--- config.mk ---
export PLATFORM = sky130hd
export DESIGN_NAME = gos_seg
export DESIGN_NICKNAME = d
export VERILOG_FILES = /design/src/rtl/gos_pkg.sv /design/src/rtl/gos_seg.sv
export SDC_FILE = /design/constraint.sdc
export NUM_CORES = 1
export LEC_CHECK = 0
export ABC_AREA = 1
export BUFFER_PORTS_ARGS = -buffer_cell sky130_fd_sc_hd__buf_4
export CAP_MARGIN = 20
export CORE_ASPECT_RATIO = 0.8
export CORE_UTILIZATION = 25
export DETAILED_ROUTE_END_ITERATION = 8
export HOLD_SLACK_MARGIN = 0.05
export PLACE_DENSITY = 0.55
export SYNTH_ARGS = -nofsm -noshare
export SYNTH_HDL_FRONTEND = slang
export SYNTH_SLANG_ARGS = --single-unit
--- constraint.sdc ---
create_clock -name clk_i -period 4.2 [get_ports clk_i]
set_input_delay 0.21 -clock clk_i [delete_from_list [all_inputs] [get_ports clk_i]]
set_output_delay 0.21 -clock clk_i [all_outputs]
set_load 0.1 [all_outputs]
--- src/rtl/gos_pkg.sv ---
// Shared types and constants of the glyph outline segmenter.
// Used by the channel interfaces and by every gos_* module; depends on nothing.
`default_nettype none

package gos_pkg;

  localparam int CoordW    = 16;
  localparam int PosW      = 32;
  localparam int OrigW     = 24;
  localparam int DeltaW    = 16;
  localparam int ScaleW    = 24;
  localparam int ColorW    = 32;
  localparam int ProdW     = PosW + ScaleW;
  localparam int FracW     = 16;
  localparam int FifoDepth = 4;
  localparam int FifoAw    = 2;
  localparam int FifoCntW  = 3;
  localparam int ApbAw     = 3;
  localparam int ApbDw     = 32;

  localparam logic [ScaleW-1:0] ScaleReset = 24'h01_0000;

  // register index, taken from paddr[2]
  typedef enum logic {
    REG_SCALE = 1'b0,
    REG_COLOR = 1'b1
  } gos_reg_e;

  typedef enum logic {
    SEG_LINE = 1'b0,
    SEG_QUAD = 1'b1
  } gos_kind_e;

  typedef struct packed {
    logic                     glyph_start;
    logic signed [OrigW-1:0]  origin_x;
    logic signed [OrigW-1:0]  origin_y;
    logic signed [DeltaW-1:0] delta_x;
    logic signed [DeltaW-1:0] delta_y;
    logic                     on_curve;
    logic                     contour_end;
  } gos_in_t;

  typedef struct packed {
    gos_kind_e                seg_kind;
    logic signed [CoordW-1:0] start_x;
    logic signed [CoordW-1:0] start_y;
    logic signed [CoordW-1:0] ctrl_x;
    logic signed [CoordW-1:0] ctrl_y;
    logic signed [CoordW-1:0] end_x;
    logic signed [CoordW-1:0] end_y;
    logic [ColorW-1:0]        seg_color;
    logic                     last;
  } gos_seg_t;

  typedef struct packed {
    logic [ScaleW-1:0] scale_q16;
    logic [ColorW-1:0] draw_color;
  } gos_cfg_t;

  // product stage toward the segment logic
  typedef struct packed {
    logic             valid;
    logic             glyph_start;
    logic             on_curve;
    logic             contour_end;
    logic             neg_x;
    logic             neg_y;
    logic [ProdW-1:0] prod_x;
    logic [ProdW-1:0] prod_y;
  } gos_prod_t;

  // zero, one or two segment records toward the output queue
  typedef struct packed {
    logic     vld0;
    logic     vld1;
    gos_seg_t seg0;
    gos_seg_t seg1;
  } gos_push_t;

endpackage

`default_nettype wire

--- src/rtl/gos_seg.sv ---
// Segment stage: saturate pixel coordinates, track contour and curve state,
// build up to two segment records per point. Depends on gos_pkg.
`default_nettype none

module gos_seg (
  input  wire logic                      clk_i,
  input  wire logic                      rst_ni,
  input  wire logic                      adv_i,
  input  gos_pkg::gos_prod_t             prod_i,
  input  wire logic [gos_pkg::ColorW-1:0] color_i,
  output gos_pkg::gos_push_t             push_o
);
  import gos_pkg::*;

  localparam int QW = ProdW - FracW;

  function automatic logic signed [CoordW-1:0] to_px(input logic [ProdW-1:0] prod,
                                                    input logic             neg);
    logic [QW-1:0] q;
    logic [QW-1:0] lim;
    q   = prod[ProdW-1:FracW];
    lim = QW'(1) << (CoordW - 1);
    if (neg) begin
      to_px = (q > lim) ? {1'b1, {(CoordW-1){1'b0}}} : -q[CoordW-1:0];
    end else begin
      to_px = (q >= lim) ? {1'b0, {(CoordW-1){1'b1}}} : q[CoordW-1:0];
    end
  endfunction

  // halve the sum, rounding toward zero
  function automatic logic signed [CoordW-1:0] mid(input logic signed [CoordW-1:0] a,
                                                  input logic signed [CoordW-1:0] b);
    logic [CoordW:0] sum;
    logic [CoordW:0] adj;
    sum = {a[CoordW-1], a} + {b[CoordW-1], b};
    adj = sum + {{CoordW{1'b0}}, sum[CoordW]};
    mid = adj[CoordW:1];
  endfunction

  function automatic gos_seg_t mk_seg(input gos_kind_e kind,
                                      input logic signed [CoordW-1:0] sx,
                                      input logic signed [CoordW-1:0] sy,
                                      input logic signed [CoordW-1:0] cx,
                                      input logic signed [CoordW-1:0] cy,
                                      input logic signed [CoordW-1:0] ex,
                                      input logic signed [CoordW-1:0] ey,
                                      input logic [ColorW-1:0]        color,
                                      input logic                     last);
    gos_seg_t s;
    s.seg_kind  = kind;
    s.start_x   = sx;
    s.start_y   = sy;
    s.ctrl_x    = cx;
    s.ctrl_y    = cy;
    s.end_x     = ex;
    s.end_y     = ey;
    s.seg_color = color;
    s.last      = last;
    mk_seg = s;
  endfunction

  logic signed [CoordW-1:0] prev_x_q, prev_y_q;
  logic signed [CoordW-1:0] cs_x_q, cs_y_q, cs_x_d, cs_y_d;
  logic signed [CoordW-1:0] cv_x_q, cv_y_q, cv_x_d, cv_y_d;
  logic signed [CoordW-1:0] ct_x_q, ct_y_q, ct_x_d, ct_y_d;
  logic                     pend_q, pend_d;
  logic                     first_q, first_d;

  logic signed [CoordW-1:0] ex, ey, mx, my;
  logic                     fire, first, pend, ce;
  logic                     pri_vld, cls_vld;
  gos_seg_t                 pri_seg, cls_seg;

  assign fire  = adv_i & prod_i.valid;
  assign ex    = to_px(prod_i.prod_x, prod_i.neg_x);
  assign ey    = to_px(prod_i.prod_y, prod_i.neg_y);
  assign mx    = mid(ct_x_q, ex);
  assign my    = mid(ct_y_q, ey);
  assign ce    = prod_i.contour_end;
  // a new glyph also opens a new contour
  assign first = prod_i.glyph_start | first_q;
  assign pend  = ~prod_i.glyph_start & pend_q;

  always_comb begin
    cs_x_d  = cs_x_q;
    cs_y_d  = cs_y_q;
    cv_x_d  = cv_x_q;
    cv_y_d  = cv_y_q;
    ct_x_d  = ct_x_q;
    ct_y_d  = ct_y_q;
    pend_d  = pend;
    pri_vld = 1'b0;
    cls_vld = 1'b0;
    pri_seg = mk_seg(SEG_LINE, prev_x_q, prev_y_q, '0, '0, ex, ey, color_i, 1'b0);
    cls_seg = mk_seg(SEG_LINE, ex, ey, '0, '0, cs_x_q, cs_y_q, color_i, 1'b0);

    if (first) begin
      cs_x_d = ex;
      cs_y_d = ey;
    end else if (prod_i.on_curve) begin
      pri_vld = 1'b1;
      if (pend) begin
        pri_seg = mk_seg(SEG_QUAD, cv_x_q, cv_y_q, ct_x_q, ct_y_q, ex, ey, color_i, 1'b0);
      end
      cls_vld = ce;
      pend_d  = 1'b0;
    end else begin
      if (pend) begin
        pri_vld = 1'b1;
        pri_seg = mk_seg(SEG_QUAD, cv_x_q, cv_y_q, ct_x_q, ct_y_q, mx, my, color_i, 1'b0);
        cv_x_d  = mx;
        cv_y_d  = my;
      end else begin
        cv_x_d = prev_x_q;
        cv_y_d = prev_y_q;
      end
      pend_d  = 1'b1;
      ct_x_d  = ex;
      ct_y_d  = ey;
      cls_vld = ce;
      cls_seg = mk_seg(SEG_QUAD, cv_x_d, cv_y_d, ex, ey, cs_x_q, cs_y_q, color_i, 1'b0);
    end

    first_d = 1'b0;
    if (ce) begin
      first_d = 1'b1;
      pend_d  = 1'b0;
    end
  end

  // pack: the primary segment goes first, the closing one after it
  always_comb begin
    push_o.vld0 = fire & (pri_vld | cls_vld);
    push_o.vld1 = fire & pri_vld & cls_vld;
    push_o.seg0 = pri_vld ? pri_seg : cls_seg;
    push_o.seg1 = cls_seg;
    push_o.seg0.last = ~(pri_vld & cls_vld);
    push_o.seg1.last = 1'b1;
  end

  always_ff @(posedge clk_i or negedge rst_ni) begin
    if (!rst_ni) begin
      prev_x_q <= '0;
      prev_y_q <= '0;
      cs_x_q   <= '0;
      cs_y_q   <= '0;
      cv_x_q   <= '0;
      cv_y_q   <= '0;
      ct_x_q   <= '0;
      ct_y_q   <= '0;
      pend_q   <= 1'b0;
      first_q  <= 1'b1;
    end else if (fire) begin
      prev_x_q <= ex;
      prev_y_q <= ey;
      cs_x_q   <= cs_x_d;
      cs_y_q   <= cs_y_d;
      cv_x_q   <= cv_x_d;
      cv_y_q   <= cv_y_d;
      ct_x_q   <= ct_x_d;
      ct_y_q   <= ct_y_d;
      pend_q   <= pend_d;
      first_q  <= first_d;
    end
  end

endmodule

`default_nettype wire

==> results.md, run 1 <==
- Worst Setup Start Kind: primary input
- Worst Path Class, Setup: in2out
- Crit Reg-Reg Startpoint: ct_x_q[0]
- CTS tree: built
- Initial antenna violation count: 0
- Fill cell count: 4,967
- Drt pass-1 iters: 5
- Commonest non-fill, non-tap cells in the layout: 467 x nand2_1, 449 x buf_4, 260 x inv_1
- Fin. max-slew vios: 0
- IO Port Bufs: 285
- Slack of the critical path: -0.07272 ns
- CTS HTree Levels: 4
- Worst Tran Pin Value: 1.019 ns
- Layout cell share with drive strength beyond 1: 42.68%
- Maximum VDD drop: 243.7 uV
- Most common cell after layout, fill and taps aside: nand2_1
- Clock root cell: clkbuf_16
- First-pass GRT wire length: 86,110 um
- Sink Count: 130
- Yosys warnings: 0
- CP endpoint: push_o[178]
- Crit-path max FO: 5
- Starting Density: 25.59%
- Nets@finish: 2,690
- Die area: 50,890 sq um
- Routed Antenna Nets: 0
- Cell Pwr Density: 481.2 nW/um^2
- Failing checks: negative setup slack
- Crit end category: output pin
- Hpwl dp: 44,080 um
- Drt wl/cell: 18.52 um
- Max cap viols: 0
- Met3 Use GR: 5.602%
- Reg clk slew, reported paths: 0.06 ns
- # rows: 72
- DR vias: 15.41k
- Fin. Hold Viols: 0
- Status: complete, but fails checks
- FF-to-FF End: cv_x_q[6]
- Sequential area share after synthesis: 26.04%
- Largest net degree at the start of global routing: 95
- Total chip power: 0.009929 W
- Area growth syn-to-layout: 65.14%
- Worst setup path start: prod_i[17]
- Reg2Reg Setup Slack: 1.26 ns
- Worst skew pair latency: 0.45 ns
- Min cycle time layout: 4.273 ns
- Clock skew: 0.01457 ns
- DRT iter0 DRCs: 1,206
- Antenna Cells: 0
- Pleak: 10.11 nW
- DRC: 0
- Rel. slew slack: 32.08%
- RD Place Congestion: 0.9488
- GRT Total Usage: 22.25%
- Post-synthesis cell count: 2,064
- Via density: 4.845
- Crit path DAT: 4.06 ns
- Period utilization: 101.7%
- Met2 usage: 31.55%
- Synth cell types: 56
- Reg2reg path depth: 18
- Synth Cell Area: 12,500 sq um
- Core footprint: 48,830 sq um
- GR peak layer: met1
- Die Y: 202.0 um
- Synthesized Nets: 2,253
- Boundary Pins: 415
- Worst hold path type: in2reg
- Endpoints failing setup: 8
- Fmax: 0.2340 GHz
- Vias in the first global route: 14.25k
- Routed wire length: 58,890 um
- TritonCTS Buffers: 17
- Fin util: 42.26%
- RSZ-0062 raised after global routing: yes
- Pre-CTS WS: -0.4170 ns
- Total grt overflow: 0
- Die X: 252.0 um
- Clock buffer depth: 2
- Required time of the critical path: 3.99 ns
- Met1 GRT Util: 32.37%
- Synth Register Bits: 130
- Syn avg cell area: 6.054 sq um
## area by class of cell
type / count / area [sq um] / share of cell area (%)
inverter: 291 / 1111 / 5.384
sequential: 130 / 3254 / 15.77
clock buffer: 19 / 452.9 / 2.195
tap: 666 / 833.3 / 4.038
multi-input combinational: 1497 / 9605 / 46.55
clock inverter: 13 / 148.9 / 0.7215
timing repair buffer: 564 / 5230 / 25.34
## cell usage after synthesis, drive strengths merged
master | number | share of area (%)
nand2 | 652 | 20
inv | 289 | 8.7
o21ai | 242 | 9.8
nand3 | 158 | 6.7
nor2 | 151 | 5.1
dfrtp | 129 | 26
buf | 93 | 4.9
a21oi | 78 | 3.2
clkbuf | 54 | 1.6
ha | 34 | 3.4
and2 | 29 | 1.5
o22ai | 27 | 1.4
nand4 | 26 | 1.4
xor2 | 21 | 1.6
nor3 | 10 | 0.57
or2 | 9 | 0.45
a31oi | 8 | 0.40
nor4 | 8 | 0.40
o211ai | 8 | 0.48
nand3b | 6 | 0.42
a22o | 5 | 0.35
xnor2 | 5 | 0.35
o21a | 4 | 0.24
a21boi | 3 | 0.18
clkinv | 2 | 0.060
fa | 2 | 0.32
o21bai | 2 | 0.12
o31ai | 2 | 0.12
a21o | 1 | 0.060
a22oi | 1 | 0.060
a32o | 1 | 0.080
conb | 1 | 0.030
dfstp | 1 | 0.21
nor3b | 1 | 0.10
o2111ai | 1 | 0.070
## power breakdown
group	internal (W)	switching (W)	total, W
Sequential	0.00153	0.000228	0.00176
Combinational	0.00225	0.00434	0.00659
Clock	0.000914	0.000664	0.00158
Total	0.00469	0.00524	0.00993
## how the worst min path moves through the flow
| stage | start | endpoint | slack (ns) | cells past startpoint |
|---|---|---|---|---|
| 2_1_floorplan | rst_ni | cs_x_q[0] | -0.09 | 0 |
| 3_3_place_gp | rst_ni | cs_y_q[11] | 0.28 | 1 |
| 3_5_place_dp | rst_ni | ct_y_q[13] | 0.28 | 1 |
| 4_1_cts | prod_i[112] | cs_y_q[4] | 0.26 | 4 |
| 5_1_grt | prod_i[20] | cs_y_q[4] | 0.31 | 4 |
| 6_report | prod_i[20] | cs_y_q[4] | 0.30 | 4 |
## what timing repair did
item                                    CTS  global route
endpoints found under the setup margin   88            96
gates resized for setup                 224           536
gates cloned                              1             0
pin swaps                                28           132
hold endpoints to repair                 68             0
buffers inserted                         13            47
hold buffers                              2             0
## metrics by stage
stage / hold slack [ns] / std cells / setup TNS [ns] / instance area [sq um]
final: 0.3037 / 3180 / -0.2987 / 20640
after global routing: 0.3103 / 3180 / -7.355 / 20640
after CTS: 0.2554 / 3134 / -0.04843 / 18140
after detailed placement: 0.2842 / 3086 / -12.98 / 16480
after global placement: 0.2837 / 3086 / -11.38 / 16480
after floorplan: -0.08559 / 2064 / -0.4677 / 12650
## per-layer routing
layer | up-vias | routed length (um)
met3 | 78 | 4657
met2 | 582 | 25050
li1 | 7423 | -
met4 | 0 | 1463
met5 | - | 0
met1 | 7323 | 27720
## logic make-up (layout without fill, tap and decap cells)
| logic type | count (synthesis) | in the layout | share of synthesized area [%] |
|---|---|---|---|
| AO/OA/AOI/OAI | 383 | 383 | 16.45 |
| XOR/XNOR | 26 | 26 | 1.943 |
| adder cells (fa/ha/maj) | 36 | 36 | 3.725 |
| buffers and inverters | 438 | 887 | 15.31 |
| flip-flops | 130 | 130 | 26.04 |
| other | 1 | 1 | 0.03001 |
| AND/OR/NAND/NOR | 1050 | 1051 | 36.50 |
## critical path: stages
cell	delay, ns
buf_8	0.11
inv_4	0.05
ha_4	0.14
nand2_4	0.05
nor2_4	0.09
nand2_2	0.08
nor2_4	0.11
nand3_2	0.11
nor2_4	0.12
nand4_1	0.25
nand2_4	0.23
buf_6	0.12
nand2_1	0.07
nand2_2	0.11
ha_4	0.23
buf_4	0.15
inv_1	0.11
o21ai_0	0.10
a21oi_1	0.30
nand2_1	0.11
nand2_1	0.09
nand2_2	0.08
nand2_2	0.09
nor2_4	0.05
nand3_4	0.09
nand4_1	0.21
a31oi_2	0.33
buf_6	0.26
## flip-flops by register name (all words and copies together) (netlist names)
signal / count
cv_x_q: 16
first_q: 1
ct_y_q: 16
prev_x_q: 16
cs_x_q: 16
cv_y_q: 16
prev_y_q: 16
pend_q: 1
ct_x_q: 16
cs_y_q: 16
Power figures use the tool's default switching activity.
==> run 2: changes to the inputs <==
==> constraint.sdc (replaced) <==
create_clock -name clk_i -period 4.2 [get_ports clk_i]
set_input_delay 0.42 -clock clk_i [delete_from_list [all_inputs] [get_ports clk_i]]
set_output_delay 0.42 -clock clk_i [all_outputs]
set_load 0.1 [all_outputs]
==> run 2 against run 1 <==
Net effect: the run still ends with negative setup slack left; sequential share of layout area fell by 1.5 points; sequential cell count did not move; wire length grew 5.0%; count of clock-buffer cells in the layout grew 4; non-clock buffer count grew 152; power up 8.0%; largest cell class unchanged; cell area up 11%; die area is the same; setup slack got worse by 0.36 ns.
==> results.md, run 2 (synthesis results as in run 1) <==
- Fill cell count: 4,916
- Sink Count: 130
- Final hold slack: 0.01766 ns
- Pre-CTS WS: -0.8499 ns
- CTS HTree Levels: 4
- Hpwl dp: 45,610 um
- RSZ-0062 raised after global routing: yes
- Clock buffer depth: 2
- Reg clk slew, reported paths: 0.06 ns
- Sequential power share: 16.3%
- IO Port Bufs: 285
- Worst Tran Pin Value: 1.051 ns
- Total negative slack: -26.81 ns
- Nets@finish: 2,841
- Core footprint: 48,830 sq um
- Boundary Pins: 415
- Rel. slew slack: 29.92%
- TritonCTS Buffers: 17
- Placed cells: 3,174
- Vias in the first global route: 15.12k
- Maximum VDD drop: 374.7 uV
- DRC: 0
- Worst hold path type: in2async
- Starting Density: 25.59%
- Slowest cell delay on critical path: 0.24 ns
- Clock skew: 0.01295 ns
- RD Place Congestion: 0.9118
- Die Y: 202.0 um
- Failing checks: negative setup slack
- Non-Filler Instances: 3,331
- Clock root cell: clkbuf_16
- CP max-delay cell: ha_4
- Max cap viols: 0
- Status: complete, but fails checks
- Crit-path max FO: 6
- Min cycle time layout: 4.629 ns
- GRT Total Usage: 23.76%
- Largest net degree at the start of global routing: 95
- Period utilization: 110.2%
- Routed wire length: 61,830 um
- Cell Pwr Density: 469.6 nW/um^2
- DRT iter0 DRCs: 1,215
- Crit end category: output pin
- Endpoints failing setup: 95
- # rows: 72
- Met2 usage: 34.72%
- CTS tree: built
- Net Sw Frac: 50.77%
- Slack of the critical path: -0.4294 ns
- Die X: 252.0 um
- Worst Setup Start Kind: primary input
- Pleak: 11.06 nW
- Drt pass-1 iters: 6
- Layout cell share with drive strength beyond 1: 48.59%
- Fin. Hold Viols: 0
- Fmax: 0.2160 GHz
- Worst skew pair latency: 0.45 ns
- Antenna Cells: 0
- Total grt overflow: 0
- Drt wl/cell: 18.56 um
- Crit path DAT: 4.21 ns
- Die area: 50,890 sq um
- Initial antenna violation count: 0
- Most common cell after layout, fill and taps aside: buf_4
- Commonest non-fill, non-tap cells in the layout: 554 x buf_4, 448 x nand2_1, 249 x inv_1
- First-pass GRT wire length: 92,430 um
- Cell Area, Placed: 17,740 sq um
- Most frequent CP cell: nand2_2
- Fin. max-slew vios: 0
- Sw Pwr: 0.005442 W
- Met1 GRT Util: 35.90%
- Comb power frac: 68.8%
- Required time of the critical path: 3.78 ns
- DR vias: 15.79k
- Clock network fraction of total power: 14.9%
- GR peak layer: met1
- Met3 Use GR: 3.657%
- Area growth syn-to-layout: 82.66%
- Worst Path Class, Setup: in2out
- Via density: 4.742
- Post-route cell area: 22,820 sq um
- Pint: 0.005277 W
- Routed Antenna Nets: 0
## run 2: cell types whose count changed in the layout (fill, tap and decap cells not counted), moves of 7 or more
| cell | change |
|---|---|
| a21oi_1 | -9 |
| buf_12 | +33 |
| buf_4 | +105 |
| buf_6 | +19 |
| inv_1 | -11 |
| nand2_1 | -19 |
| nand2_4 | +11 |
| nand3_1 | -7 |
| nand3_2 | +7 |
| nor2_1 | -11 |
| nor2_2 | +10 |
| o21ai_2 | -11 |
| o21ai_4 | +20 |
## run 2: metrics by stage
stage	total power, W	utilization [%]
final	0.01072	46.75
after global routing	0.01124	46.75
after CTS	0.01018	44.60
after detailed placement	0.007268	36.32
after global placement	0.007244	36.32
after floorplan	0.005653	-
## run 2: worst max-delay path, delay by kind of cell
kind | cells | cell delay, ns
compound gates | 1 | 0.19
simple gates | 22 | 2.73
buf+inv | 4 | 0.46
fa+ha+maj | 2 | 0.38
## run 2: power groups by stage
stage               sequential [W]  combinational (W)  clock (W)
floorplan                  0.00208            0.00357          0
global placement           0.00174            0.00550          0
detailed placement         0.00174            0.00552          0
CTS                        0.00175            0.00681    0.00162
global route               0.00178            0.00778    0.00167
finish                     0.00175            0.00737    0.00160
## run 2: metal layers
layer / wire length [um] / up-vias
li1: - / 7730
met1: 30490 / 7510
met2: 26720 / 499
met3: 3423 / 55
met4: 1191 / 0
met5: 0 / -
## run 2: final cells by class
type	count	area [sq um]	share of cell area [%]
Sequential cell	130	3254	14.26
Multi-Input combinational cell	1496	10200	44.67
Clock inverter	9	128.9	0.5646
Timing Repair Buffer	716	6818	29.87
Tap cell	666	833.3	3.651
Clock buffer	23	467.9	2.050
Inverter	291	1126	4.934
## run 2: final timing paths
kind	depth (start not counted)	end	start	slack (ns)
hold reg to reg	2	cv_x_q[9]	cv_x_q[9]	0.48
max in group asynchronous	2	cs_x_q[2]	rst_ni	3.19
setup reg to reg	17	cv_y_q[7]	ct_y_q[0]	1.29
hold / removal	1	cs_y_q[9]	rst_ni	0.02
min in group clk_i	4	pend_q	prod_i[114]	0.31
setup / recovery	29	push_o[111]	prod_i[16]	-0.43
## run 2: what timing repair did
action | CTS | global route
buffers inserted | 89 | 47
hold buffers | 0 | 0
cloned | 1 | 0
pin swaps | 156 | 115
setup endpoints to repair | 96 | 96
gates resized for setup | 705 | 186
